==> src/hw/rtl/pdre_fifo.sv <==
// pdre_fifo: two-entry queue of distances between front and back
module pdre_fifo #(
    parameter int WIDTH = 21
) (
    input  logic             aclk,
    input  logic             aresetn,
    input  logic             wr_valid,
    output logic             wr_ready,
    input  logic [WIDTH-1:0] wr_data,
    output logic             rd_valid,
    input  logic             rd_pop,
    output logic [WIDTH-1:0] rd_data
);

    logic [WIDTH-1:0] mem_reg [2];
    logic             wp_reg, rp_reg;
    logic [1:0]       cnt_reg;
    logic             wr_en, rd_en;

    assign wr_ready = (cnt_reg != 2'd2);
    assign rd_valid = (cnt_reg != 2'd0);
    assign rd_data  = mem_reg[rp_reg];
    assign wr_en    = wr_valid && wr_ready;
    assign rd_en    = rd_pop && rd_valid;

    always_ff @(posedge aclk) begin
        if (!aresetn) begin
            wp_reg  <= 1'b0;
            rp_reg  <= 1'b0;
            cnt_reg <= 2'd0;
        end else begin
            if (wr_en) wp_reg <= ~wp_reg;
            if (rd_en) rp_reg <= ~rp_reg;
            cnt_reg <= cnt_reg + {1'b0, wr_en} - {1'b0, rd_en};
        end
    end

    always_ff @(posedge aclk) begin
        if (wr_en) mem_reg[wp_reg] <= wr_data;
    end

endmodule

==> config.mk <==
export PLATFORM = sky130hd
export DESIGN_NAME = pdre_fifo
export DESIGN_NICKNAME = d
export VERILOG_FILES = /design/src/hw/rtl/pdre_fifo.sv
export SDC_FILE = /design/constraint.sdc
export NUM_CORES = 1
export LEC_CHECK = 0
export BUFFER_PORTS_ARGS = -buffer_cell sky130_fd_sc_hd__buf_2
export CAP_MARGIN = 30
export CORE_MARGIN = 3
export CORE_UTILIZATION = 46
export DETAILED_ROUTE_END_ITERATION = 8
export PLACE_DENSITY_LB_ADDON = 0.2
export SLEW_MARGIN = 20
export SYNTH_ARGS = -nofsm -noshare
export SYNTH_HDL_FRONTEND = slang
export SYNTH_SLANG_ARGS = --single-unit
==> constraint.sdc <==
create_clock -name aclk -period 1.9 [get_ports aclk]
set_input_delay 0.19 -clock aclk [delete_from_list [all_inputs] [get_ports aclk]]
set_output_delay 0.19 -clock aclk [all_outputs]
set_load 0.1 [all_outputs]
After elaboration in Yosys (flattened, before gate mapping)
Memory sizes are Yosys's and may differ from the RTL's. A register that Yosys moved wholly into a read port is not among the register bits.
Index checks and enable logic that the tools add are counted.
{"block": "totals", "n_memories": 1, "mem_bits_rw": 42, "regBits": 4, "elab_cells": 16, "inputBits": 25}
{"memory": "mem_reg", "words": 2, "width": 21, "rd": 1, "rd_ports_with_merged_regs": 1, "write_ports": 1, "line": "15", "source": "logic [WIDTH-1:0] mem_reg [2];"}
{"block": "classes", "n_reduce_logical": 3, "addsub": 2, "muxes": 4, "eq_ne": 1, "n_bitwise": 2}
{"cell": "$mux 1", "count": 4}
{"cell": "$add 2x1->2", "count": 1}
{"cell": "$logic_and 1x1->1", "count": 2}
{"cell": "$ne 2x2->1 const B", "count": 1}
{"cell": "$not 1->1", "count": 2}
{"cell": "$reduce_bool 2->1", "count": 1}
{"cell": "$sub 2x1->2", "count": 1}

Depth between registers and ports, before layout
{"block": "depth", "ltp_word": 4, "ltp_mapped": 8, "depth_no_buf": 8}

Least setup slack after synthesis
No wires, ideal clock.
{"block": "synth_timing", "path_kind": "reg2reg", "startpoint": "register cnt_reg[0]", "endpoint": "memory mem_reg[0][0] (enable)", "arrival_ns": 2.346, "period_less_slack_ns": 2.745, "required_time_ns": 1.501, "setup_ns": 0.399, "slack_ns": -0.845, "path_stages_with_launch": 4, "cell_sequence": "dfxtp_1 nand2b_1 nand2_1 nor2_1"}
{"block": "synth_between", "elab_chain_len": 4}
{"item": "from (decl)", "line": "17", "source": "logic [1:0] cnt_reg;"}
{"item": "from (signal assigned)", "line": "34", "source": "cnt_reg <= cnt_reg + {1'b0, wr_en} - {1'b0, rd_en};"}
{"item": "$ne 2x2->1", "line": "20", "source": "assign wr_ready = (cnt_reg != 2'd2);"}
{"item": "via wr_ready", "line": "8", "source": "output logic wr_ready,"}
{"item": "$logic_and 1x1->1", "line": "23", "source": "assign wr_en = wr_valid && wr_ready;"}
{"item": "$mux 1", "line": "39", "source": "if (wr_en) mem_reg[wp_reg] <= wr_data;"}
{"item": "$mux 1 (implied by the code)", "line": "39"}
{"item": "to (decl)", "line": "15"}
The timed path passes the listed nets, and every way through them passes these cells.

Final worst setup path
{"block": "layout_timing", "startpoint": "register cnt_reg[0]", "endpoint": "register cnt_reg[1]"}
{"block": "layout_between", "elab_chain_len": 4, "elab_cells_between_ends": 6}
{"item": "$ne 2x2->1", "line": "20"}
{"item": "$logic_and 1x1->1", "line": "23"}
{"item": "$add 2x1->2", "line": "34"}
{"item": "$sub 2x1->2 (*)", "line": "34"}
Every way passes the cells marked *; elsewhere a longest branch is shown, timed or not.
A chain may end at the register's enable or synchronous reset.

==> reports/metrics.sh <==
FINALHOLDVIOLATIONS=0
CLOCK-SINKS=47
DRC=0
DRV_SLEW=0
CELLS_AFTER_DPL=186
MAX_CAP_VIOL_COUNT=0
FINISH.CELL_COUNT_WITHOUT_FILLERS=194
HOLD_PATH.STARTPOINT='wr_data[16]'
SYNTHESIS.INSTANCES=89
TIMING.HOLD.WORST_ENDPOINT='mem_reg[1][16]$_DFFE_PP_'
FIN_NETS=174
SYNTH-ASYNC-RESET-RATIO=0
FIRST_PASS_ITERS=3
FINAL-SEQ-AREA_SQ_UM=1360
FIN_SKEW_PS=4.89
CLOCKBUFFERDEPTH=2
OVERFLOW=0
PLACEABLECOREAREA_SQ_UM=3490
CTS_TREE='yes'
RSZ_0062_RAISED_AFTER_GLOBAL_ROUTING='no'
POWER.DENSITY_CELL_AREA_nW_PER_UM2=1790
R2R_SLACK_PS=170
TIMING_WORST_SETUP_PATH_TYPE='register to register'
GRT_PASS1_VIAS=1002
CTS_HOLD_BUF=0
LARGEST_REGISTER_FFS=42
SYNTH_TOP_CELL_BY_AREA='edfxtp_1'
DETAILED_PLACE.AREA_SQ_UM=2400
NETLIST-CELL-TYPE-COUNT=16
MAPPEDNETLISTAREA_SQ_UM=1760
WORST_R2R_START='cnt_reg[0]$_SDFF_PN0_'
INITIAL_ANTENNA_VIOLATION_COUNT=0
CRITICAL_PATH.MAX_FANOUT=4
GRT_MAX_DEGREE=16
CTS-BUFFERS-INSERTED=5
POST_CTS_BUFFERS=0
DIE_AREA_SQ_UM=4590
INSERTEDDIODECOUNT=0
CTS-RESIZED-GATES=0
NUM_IO_PINS=48
DRT_TOTAL_WL_MICRONS=3100
ROOT_BUFFER='clkbuf_8'
TNS_PS=0
CLK_LATENCY_PS=290
MAPPED_AVG_CELL_AREA_SQ_UM=19.7
STARTPOINT_TYPE='register'
FLOORPLAN.INITIALDENSITY=0.502
TIMING.FMAX_MHz=578
VIAS_PER_CELL=4.88
FP.DIEW_MICRONS=67.8
CELL_DEPTH_OF_THE_WORST_HOLD_PATH=1
GRT_PASS1_WL_MICRONS=4830
IRDROPWORSTVDD_uV=1380
FINALCRITICALPERIOD_PS=1730
ALL_LAYER_GR_USAGE=0.152
CTS.REPORTEDPATHS.CLKPINSLEW_PS=90
SYNTH.FF_LATCH_COUNT=47
LEADING_CELL_TYPES_BY_TOTAL_AREA_AFTER_SYNTHESIS='edfxtp_1, mux2_2, dfxtp_1'
SYN-NUM-NETS=116
POST_DRT_WL_PER_CELL_MICRONS=16.0
FINAL_CELL_AREA_SQ_UM=2530
OUTCOME='completed'
POST-ROUTE-PERIOD-UTIL=0.910
DP_HPWL_MICRONS=2250
LAYOUT-AREA-OVERHEAD-VS-SYNTH_PCT=44.3
HP-CLASS='input pin to register'
CRITICAL_PATH.ENDPOINT_TYPE='register'
CLOCK_TREE.HTREE_LEVEL_COUNT=2
DRT-INITIAL-DRC-COUNT=21
PROPORTION_OF_SYNTHESIZED_CHIP_AREA_IN_SEQUENTIAL_CELLS=0.775
DIE_Y_MICRONS=67.8
PLACEMENT.IO_BUFFERS=47
POWER.LEAKAGE_nW=0.975
SHARE_OF_YOSYS_CELL_AREA_CLAIMED_BY_THE_TOP_AREA_CELL_TYPE=0.718
FILLCELLCOUNT=230
FINAL_REPORT_SETUP_VIOLATION_COUNT=0
POST_ROUTE_CELLS_DRIVE_ABOVE_1_SHARE=0.581
WORSTPATHREQUIRED_PS=2090
WORSTREG2REGEND='cnt_reg[1]$_SDFF_PN0_'
POST_SYNTH_EDFFS=42
GP_CONGESTION=0.679
YS.FLOP_TYPE='edfxtp_1'
CRITICAL_PATH_ARRIVAL_PS=1920
POST-SYNTH-TOP-COUNT-CELL='edfxtp_1'
ROW_COUNT=21
DETAIL-ROUTE-ANTENNA-NETS=0
MULTI_INPUT_COMB_AREA_SQ_UM=378
R2R_CELLS=8
MAX_SLEW_MARGIN=0.674
NETLIST_TOP_CELLS_COUNT='edfxtp_1, mux2_2, dfxtp_1'
DESIGN_POWER_mW=4.54
DR_TOTAL_VIAS=947
TIGHTEST_SLEW_PS=492
YS_WARN_COUNT=0
power breakdown:
part           total [mW]  internal, mW  leakage, nW  switching [mW]
Clock               0.846         0.524       0.0644           0.322
Sequential           1.36          1.30        0.434          0.0583
Combinational        2.34         0.810        0.477            1.53
Total                4.54          2.64        0.975            1.91
layer usage:
| metal | wire length [microns] | vias up | global-route usage |
|---|---|---|---|
| li1 | - | 452 | - |
| met1 | 1190 | 465 | 0.179 |
| met2 | 1720 | 25 | 0.264 |
| met3 | 154 | 5 | 0.0333 |
| met4 | 39 | 0 | 0.0670 |
| met5 | 0 | - | 0 |
metrics by stage:
stage / worst slack [ps] / hold WS [ps] / util
4_1_cts: 172 / 72.0 / 0.725
5_1_grt: 69.7 / 64.8 / 0.725
6_report: 171 / 77.4 / 0.725
2_1_floorplan: 75.1 / 289 / -
3_3_place_gp: 326 / 378 / 0.686
3_5_place_dp: 188 / 383 / 0.686
worst max-delay path by stage:
stage,from,to,slack (ps),cells past startpoint
after detailed placement,cnt_reg[0]$_SDFF_PN0_,cnt_reg[1]$_SDFF_PN0_,190,8
after global placement,cnt_reg[0]$_SDFF_PN0_,cnt_reg[1]$_SDFF_PN0_,330,8
after floorplan,cnt_reg[0]$_SDFF_PN0_,cnt_reg[1]$_SDFF_PN0_,80,8
after global routing,cnt_reg[0]$_SDFF_PN0_,cnt_reg[1]$_SDFF_PN0_,70,8
after CTS,cnt_reg[0]$_SDFF_PN0_,cnt_reg[1]$_SDFF_PN0_,170,8
final,cnt_reg[0]$_SDFF_PN0_,cnt_reg[1]$_SDFF_PN0_,170,8
critical path, stage by stage, from the launching register on:
cell and delay [ps]:
dfxtp_1 380, nand2b_4 160, nand2_1 110, ha_1 300, inv_1 40, ha_1 180, xnor2_1 210, xnor2_1 90
and2_1 160
placed cells by master, fill, tap and decap left out, types with 3 or more instances in the layout:
cell type	n
clkbuf_8	5
dfxtp_1	5
edfxtp_1	42
buf_12	21
mux2_2	21
buf_2	26
xnor2_1	3
buf_4	6
logic make-up (layout without fill, tap and decap cells):
| kind of cell | Yosys count | count (layout) | synth area share |
|---|---|---|---|
| mux | 22 | 22 | 0.140 |
| flops | 47 | 47 | 0.775 |
| buf+inv | 3 | 62 | 0.0150 |
| compound gates | 1 | 1 | 0.00499 |
| xor+xnor | 3 | 3 | 0.0150 |
| fa+ha+maj | 2 | 2 | 0.0143 |
| simple gates | 11 | 11 | 0.0349 |
cell type report:
cell class,instances,area share
Clock buffer,5,0.0272
Multi-Input combinational cell,39,0.149
Clock inverter,3,0.0267
Tap cell,46,0.0227
Timing Repair Buffer,53,0.235
Inverter,1,0.00148
Sequential cell,47,0.538
Power figures use the tool's default switching activity.
