File: src/hw/rtl/pdre_pkg.sv
// pdre_pkg: shared types, constants and tables of the distance rbf expander
package pdre_pkg;

    localparam int unsigned BIN_W      = 6;
    localparam int unsigned BASIS_W    = 16;
    localparam int unsigned DIST_W     = 21;
    localparam int unsigned RAD_W      = 44;
    localparam int unsigned ROOT_W     = 22;
    localparam int unsigned OUT_DATA_W = 48;

    localparam logic [DIST_W-1:0] DIST_MAX = 21'h1FFFFF;
    // center spacing in units of 1/5120 sigma
    localparam logic [26:0] SPAN_Q = 27'd5120;
    // smallest offset whose square reaches x >= 12
    localparam logic [26:0] E_CUT = 27'd25083;
    // floor(2^35 / 25)
    localparam logic [30:0] RECIP25 = 31'd1374389534;

    typedef logic [DIST_W-1:0] dist_t;

    typedef struct packed {
        logic              vld;
        logic [BIN_W-1:0]  bin;
        dist_t             pair_dist;
        logic              last;
        logic              zero;
    } tag_t;

    // floor(b * 128 / 25) for a remainder below 25
    function automatic logic [6:0] frac128(input logic [4:0] b);
        logic [6:0] r;
        case (b)
            5'd0:    r = 7'd0;
            5'd1:    r = 7'd5;
            5'd2:    r = 7'd10;
            5'd3:    r = 7'd15;
            5'd4:    r = 7'd20;
            5'd5:    r = 7'd25;
            5'd6:    r = 7'd30;
            5'd7:    r = 7'd35;
            5'd8:    r = 7'd40;
            5'd9:    r = 7'd46;
            5'd10:   r = 7'd51;
            5'd11:   r = 7'd56;
            5'd12:   r = 7'd61;
            5'd13:   r = 7'd66;
            5'd14:   r = 7'd71;
            5'd15:   r = 7'd76;
            5'd16:   r = 7'd81;
            5'd17:   r = 7'd87;
            5'd18:   r = 7'd92;
            5'd19:   r = 7'd97;
            5'd20:   r = 7'd102;
            5'd21:   r = 7'd107;
            5'd22:   r = 7'd112;
            5'd23:   r = 7'd117;
            5'd24:   r = 7'd122;
            default: r = 7'd0;
        endcase
        return r;
    endfunction

endpackage

File: src/hw/rtl/pdre_front.sv
// pdre_front: takes a coordinate pair and works out its distance with a bitwise root
module pdre_front #(
    parameter int COORD_BITS = 20
) (
    input  logic                                aclk,
    input  logic                                aresetn,
    input  logic                                s_tvalid,
    output logic                                s_tready,
    input  logic [6*COORD_BITS-1:0]             coords,
    output logic                                push_valid,
    input  logic                                push_ready,
    output pdre_pkg::dist_t                     push_dist
);

    localparam logic [2:0] ST_IDLE = 3'd0;
    localparam logic [2:0] ST_SQ   = 3'd1;
    localparam logic [2:0] ST_SUM  = 3'd2;
    localparam logic [2:0] ST_ROOT = 3'd3;
    localparam logic [2:0] ST_PUSH = 3'd4;
    localparam logic [4:0] LAST_STEP = 5'(pdre_pkg::ROOT_W - 1);

    logic [2:0]  state_reg, state_next;
    logic [4:0]  cnt_reg;
    logic        sat_reg, sat_next;
    logic [20:0] d_reg [3];
    logic [20:0] d_next [3];
    logic [41:0] sq_reg [3];
    logic [pdre_pkg::RAD_W-1:0]  rad_reg;
    logic [pdre_pkg::ROOT_W+1:0] rem_reg;
    logic [pdre_pkg::ROOT_W-1:0] root_reg;
    logic [pdre_pkg::ROOT_W+3:0] cat;
    logic [pdre_pkg::ROOT_W+3:0] trial;
    logic        ge;

    always_comb begin
        logic [COORD_BITS:0] df;
        logic [COORD_BITS:0] mg;
        logic [63:0]         ex;
        sat_next = 1'b0;
        for (int i = 0; i < 3; i++) begin
            df = {coords[i*COORD_BITS+COORD_BITS-1], coords[i*COORD_BITS +: COORD_BITS]}
               - {coords[(i+3)*COORD_BITS+COORD_BITS-1], coords[(i+3)*COORD_BITS +: COORD_BITS]};
            mg = df[COORD_BITS] ? (~df + 1'b1) : df;
            ex = 64'(mg);
            sat_next = sat_next | (|ex[63:21]);
            d_next[i] = ex[20:0];
        end
    end

    // one root bit per cycle
    assign cat   = {rem_reg, rad_reg[pdre_pkg::RAD_W-1 -: 2]};
    assign trial = (pdre_pkg::ROOT_W+4)'({root_reg, 2'b01});
    assign ge    = cat >= trial;

    assign s_tready   = (state_reg == ST_IDLE);
    assign push_valid = (state_reg == ST_PUSH);
    assign push_dist  = (sat_reg || root_reg[pdre_pkg::ROOT_W-1]) ? pdre_pkg::DIST_MAX
                                                                   : root_reg[20:0];

    always_comb begin
        state_next = state_reg;
        case (state_reg)
            ST_IDLE: if (s_tvalid) state_next = ST_SQ;
            ST_SQ:   state_next = ST_SUM;
            ST_SUM:  state_next = ST_ROOT;
            ST_ROOT: if (cnt_reg == LAST_STEP) state_next = ST_PUSH;
            ST_PUSH: if (push_ready) state_next = ST_IDLE;
            default: state_next = ST_IDLE;
        endcase
    end

    always_ff @(posedge aclk) begin
        if (!aresetn) begin
            state_reg <= ST_IDLE;
        end else begin
            state_reg <= state_next;
        end
    end

    always_ff @(posedge aclk) begin
        case (state_reg)
            ST_IDLE: begin
                sat_reg <= sat_next;
                for (int i = 0; i < 3; i++) d_reg[i] <= d_next[i];
            end
            ST_SQ: begin
                for (int i = 0; i < 3; i++) sq_reg[i] <= 42'(d_reg[i]) * 42'(d_reg[i]);
            end
            ST_SUM: begin
                rad_reg  <= 44'(sq_reg[0]) + 44'(sq_reg[1]) + 44'(sq_reg[2]);
                rem_reg  <= '0;
                root_reg <= '0;
                cnt_reg  <= '0;
            end
            ST_ROOT: begin
                rad_reg  <= rad_reg << 2;
                rem_reg  <= ge ? (pdre_pkg::ROOT_W+2)'(cat - trial)
                               : (pdre_pkg::ROOT_W+2)'(cat);
                root_reg <= {root_reg[pdre_pkg::ROOT_W-2:0], ge};
                cnt_reg  <= cnt_reg + 5'd1;
            end
            default: begin
            end
        endcase
    end

endmodule

File: config.mk
export PLATFORM = sky130hd
export DESIGN_NAME = pdre_front
export DESIGN_NICKNAME = d
export VERILOG_FILES = /design/src/hw/rtl/pdre_pkg.sv /design/src/hw/rtl/pdre_front.sv
export SDC_FILE = /design/constraint.sdc
export NUM_CORES = 2
export LEC_CHECK = 0
export BUFFER_PORTS_ARGS = -buffer_cell sky130_fd_sc_hd__buf_2
export CELL_PAD_IN_SITES_DETAIL_PLACEMENT = 1
export CELL_PAD_IN_SITES_GLOBAL_PLACEMENT = 2
export CORE_ASPECT_RATIO = 1.1
export CORE_MARGIN = 8
export CORE_UTILIZATION = 43
export CTS_BUF_LIST = sky130_fd_sc_hd__clkbuf_16
export DETAILED_ROUTE_END_ITERATION = 10
export PLACE_DENSITY = 0.95
export SLEW_MARGIN = 15
export SYNTH_ARGS = -nofsm -noshare
export SYNTH_HDL_FRONTEND = slang
export SYNTH_SLANG_ARGS = --single-unit
export TNS_END_PERCENT = 5
File: constraint.sdc
create_clock -name aclk -period 11.4 [get_ports aclk]
set_input_delay 2.85 -clock aclk [delete_from_list [all_inputs] [get_ports aclk]]
set_output_delay 2.85 -clock aclk [all_outputs]
set_load 0.03 [all_outputs]
Word-level counts from Yosys, hierarchy flattened. Memories as Yosys holds them, arrays and structs flattened. Index checks and enable logic that the tools add are counted.

Word-level logic and storage cells: 52. Memories: 2. Memory bits (writable): 189. Output and inout bits: 23. Bits in registers: 98. Input bits: 124.

Memory list: sq_reg (words 3, bits a word 42, rd ports 3, clocked after memory_dff 0, write ports 3, line pdre_front.sv:27) `logic [41:0] sq_reg [3];`; d_reg (words 3, bits a word 21, rd ports 3, clocked after memory_dff 0, write ports 3, line pdre_front.sv:25) `logic [20:0] d_reg [3];`.

Multiplexer cells: 17. Reduce and logical (&&, ||, !) cells: 3. Add/sub/neg operators: 10. Eq/ne operators: 8. $mul: 3. Order comparisons: 1. Bitwise operators: 3.

Operators by type and width (count): $mul 21x21->42 (3); $pmux 44 s2 (1); $mux 21 (4); $add 21x1->21 const B (3); $not 21->21 (3); $sub 20x20->21 (3); $pmux 24 s2 (1); $add 43x42->44 (1); $pmux 22 s2 (1); $add 42x42->43 (1); $ge 26x24->1 (1); $mux 24 (1); $sub 24x24->24 (1); $pmux 3 s5 (1); $pmux 5 s2 (1); $mux 3 (3); $eq 3x2->1 const B (2); $add 5x1->5 const B (1); $eq 5x5->1 const B (1); $mux 1 (4); $ne 2x2->1 const B (2); $eq 3x1->1 const B (1); $eq 3x3->1 const B (1); $logic_not 3->1 (1); 3 further kinds (3).

Longest topological paths before layout.
Depth in word-level cells: 4. Mapped depth: 28. Mapped depth without buffers: 28.

Worst setup path after synthesis. Ideal clock, no wire load.

Kind: register -> register. From: register state_reg[0]. To: memory sq_reg[0][0] (enable). Arrival: 9.468 ns. Library setup time: 0.781 ns. Cell stages (with the launch flop): 3. Clock period less this slack: 10.249 ns. Buffers on the path: 1. Slack: 1.151 ns. Data required time: 10.619 ns. Cell sequence: dfxtp_1 clkbuf_1 nor3b_1.

RTL lines: start, declared (line pdre_front.sv:22) `logic [2:0] state_reg, state_next;`; start signal, assigned (line pdre_front.sv:76) `state_reg <= state_next;`; end, declared (line pdre_front.sv:27).

==> impl_metrics.json <==
{
  "cts_tree": "done",
  "fp.dieH_um": 391,
  "fin_nets": 7503,
  "grt.overflow.total": 0,
  "rows": 137,
  "report.final.setup_viol": 0,
  "slew_violations": 0,
  "ys.flop_type": "edfxtp_1",
  "syn_inst": 5760,
  "r2r_start": "d_reg[0][39]",
  "critPathMaxFanout": 20,
  "hold_class": "flop to flop",
  "crit_end": "sq_reg[0][82]",
  "cts-buffers-inserted": 39,
  "cp_common_cell": "fa_1",
  "routabilityCongestion": 0.887,
  "r2r_setup_slack_ns": 2.85,
  "path_delay_family": "adder cells",
  "ys_async_sr_fraction": 0,
  "yosys_register_bits": 284,
  "rsz0062_at_grt": "false",
  "post_cts_buffers": 0,
  "crit_chain": "inv_1 > nor2_1 > fa_1 > fa_1 > inv_1 > fa_1 > inv_1 > fa_1 > inv_1 > fa_1 > fa_1 > fa_1 > inv_1 > ha_1 > o21ai_0 > nand2b_1 > and3_1 > and3_1 > a211oi_1 > o21ai_1 > a31o_2 > a311oi_1 > o21ai_1 > xor2_1",
  "hold_buffers": 0,
  "synth.largest_area_cell": "fa_1",
  "multi_input_area_sq_um": 40500,
  "initial_utilization": 0.433,
  "core_area_sq_um": 127000,
  "ctsResizeCount": 0,
  "r2r_end": "sq_reg[0][82]",
  "drt_iter0_drc": 1676,
  "area_delta_synth_final_pct": 6.98,
  "startpoint": "d_reg[0][39]",
  "nFillCells": 14537,
  "tns_ns": 0,
  "final_layout_size_suffix_gt1_frac": 0.0479,
  "cts-root-buf": "clkbuf_16",
  "path_clk_slew_ns": 0.06,
  "path_depth": 24,
  "fmax_mhz": 117,
  "synth_top_area_frac": 0.356,
  "max_stage_delay_ns": 0.83,
  "hpwl_um": 119000,
  "final.setup_skew_ns": 0.0341,
  "largest_reg_flops": 123,
  "synth_commonest_cells": "inv_1 (1387), fa_1 (976), ha_1 (587), nand2_1 (519), edfxtp_1 (281)",
  "tightest_slew_ns": 1.08,
  "syn_area_sq_um": 54800,
  "grt_antenna_before_repair": 2,
  "postRouteAntennaNets": 0,
  "cts_htree_levels": 2,
  "r2r_cells": 24,
  "relSlewSlack": 0.262,
  "worstSetupPathType": "flop to flop",
  "clock_sinks": 284,
  "crit_required_ns": 11.76,
  "grt_usage": 0.209,
  "synth_area_leaders": "fa_1 (36%), edfxtp_1 (15%), ha_1 (13%)",
  "arrival_ns": 8.91,
  "grt_pass1_vias": 46071,
  "endpoint_kind": "flop",
  "finalWirelength_um": 142000,
  "dieArea_sq_um": 139000,
  "worstSetupStartpointType": "flop",
  "yosysMostFrequentCell": "inv_1",
  "viasPerCell": 5.22,
  "grt_max_degree": 79,
  "yosys_warnings": 0,
  "worstSkewPairLatency_ns": 0.62,
  "avgRoutedWirePerCell_um": 18.9,
  "clock_path_buffers": 3,
  "period_minus_slack_ns": 8.55,
  "seqCellArea_sq_um": 8500,
  "numPortBuffers": 146,
  "drcViolationCount": 0,
  "synth_cell_type_count": 80,
  "crit_slowest_cell": "edfxtp_1",
  "io_pins": 147,
  "status": "completed",
  "synth_area_per_cell_sq_um": 9.52,
  "vias": 39205,
  "grt_pass1_wl_um": 236000,
  "drt-pass1-iter-count": 5,
  "dieWidth_um": 356,
  "drv_cap": 0,
  "crit_buf_inv": 5,
  "hold_violations": 0,
  "min_period_over_period": 0.750,
  "yosysSeqAreaShare": 0.155,
  "synth_edf_count": 281
}
[cells in the final DEF (no fill, tap or decap), types with 8 or more instances in the layout]
cell       Yosys  routed
and2_1       236     236
nand2_1      519     519
xor2_1       107     107
o21ai_1       10      10
o21a_1        32      32
a211oi_1      15      15
buf_4          0      30
o21bai_1      42      42
a221o_1        8       8
clkbuf_16      0      39
a21o_1       107     107
a21oi_1      270     269
nor4_1         8       8
and3_1        23      23
o21ai_0      126     126
nor2_1       280     280
buf_2          0     146
fa_1         976     976
a31o_2        10      10
or3_1         12      12
a31oi_1       38      38
inv_1       1387    1390
nor2b_1       32      31
a41oi_1        8       8
nand3_1       43      43
nand2b_1      29      29
nor3_1        35      34
o31ai_1       17      17
or2_2         11      11
ha_1         587     587
o211ai_1      14      14
nand4_1       22      22
xnor2_1      204     204
edfxtp_1     281     281
[worst min path at each step]
stage                      start             to  slack (ns)  cells past startpoint
finish                rad_reg[8]    rad_reg[10]        0.54                      2
global placement      rad_reg[0]     rad_reg[2]        0.50                      2
global route          rad_reg[0]     rad_reg[2]        0.56                      2
detailed placement    rad_reg[0]     rad_reg[2]        0.50                      2
floorplan           d_reg[0][21]  sq_reg[0][42]        0.46                      0
CTS                   rad_reg[8]    rad_reg[10]        0.54                      2
[routing by layer]
layer,vias to the layer above,GRT usage,part of all wire
li1,18035,-,-
met1,20192,0.237,0.39
met2,678,0.403,0.54
met3,298,0.0242,0.031
met4,2,0.0694,0.035
met5,-,0,0.00011
[final cells by class]
type	count	share of cell area
Multi-Input combinational cell	3928	0.691
Sequential cell	284	0.145
Inverter	1387	0.0888
Tap cell	1668	0.0356
Clock inverter	32	0.00651
Antenna cell	1	0.0000427
Clock buffer	39	0.0166
Timing Repair Buffer	176	0.0163
[tightest hold or removal path: stages, from the launching register on]
cell and delay [ns]:
edfxtp_1 0.33, nand2_1 0.04, o21ai_0 0.06
[kinds of logic (layout without fill, tap and decap cells)]
logic type               Yosys count  count (layout)  synth area share
adder cells (fa/ha/maj)         1563            1563             0.490
flip-flops                       284             284             0.155
buffers and inverters           1550            1634             0.106
AND/OR/NAND/NOR                 1278            1278             0.109
multiplexers                      12              12           0.00230
AO/OA/AOI/OAI                    760             760            0.0875
XOR/XNOR                         312             312            0.0500
other                              1               4         0.0000684
[stage by stage]
step	hold WS (ns)	util	cell area [sq um]	worst slack [ns]	std cells
2_1_floorplan	0.461	-	54800	1.15	5762
3_3_place_gp	0.496	0.452	57300	3.34	7443
3_5_place_dp	0.502	0.452	57300	2.99	7443
4_1_cts	0.540	0.463	58700	2.87	7514
5_1_grt	0.563	0.463	58700	2.55	7514
6_report	0.540	0.463	58700	2.85	7515
Power is not shown: default switching activity piles up to over one toggle a cycle in this logic, so the estimate is an artifact.
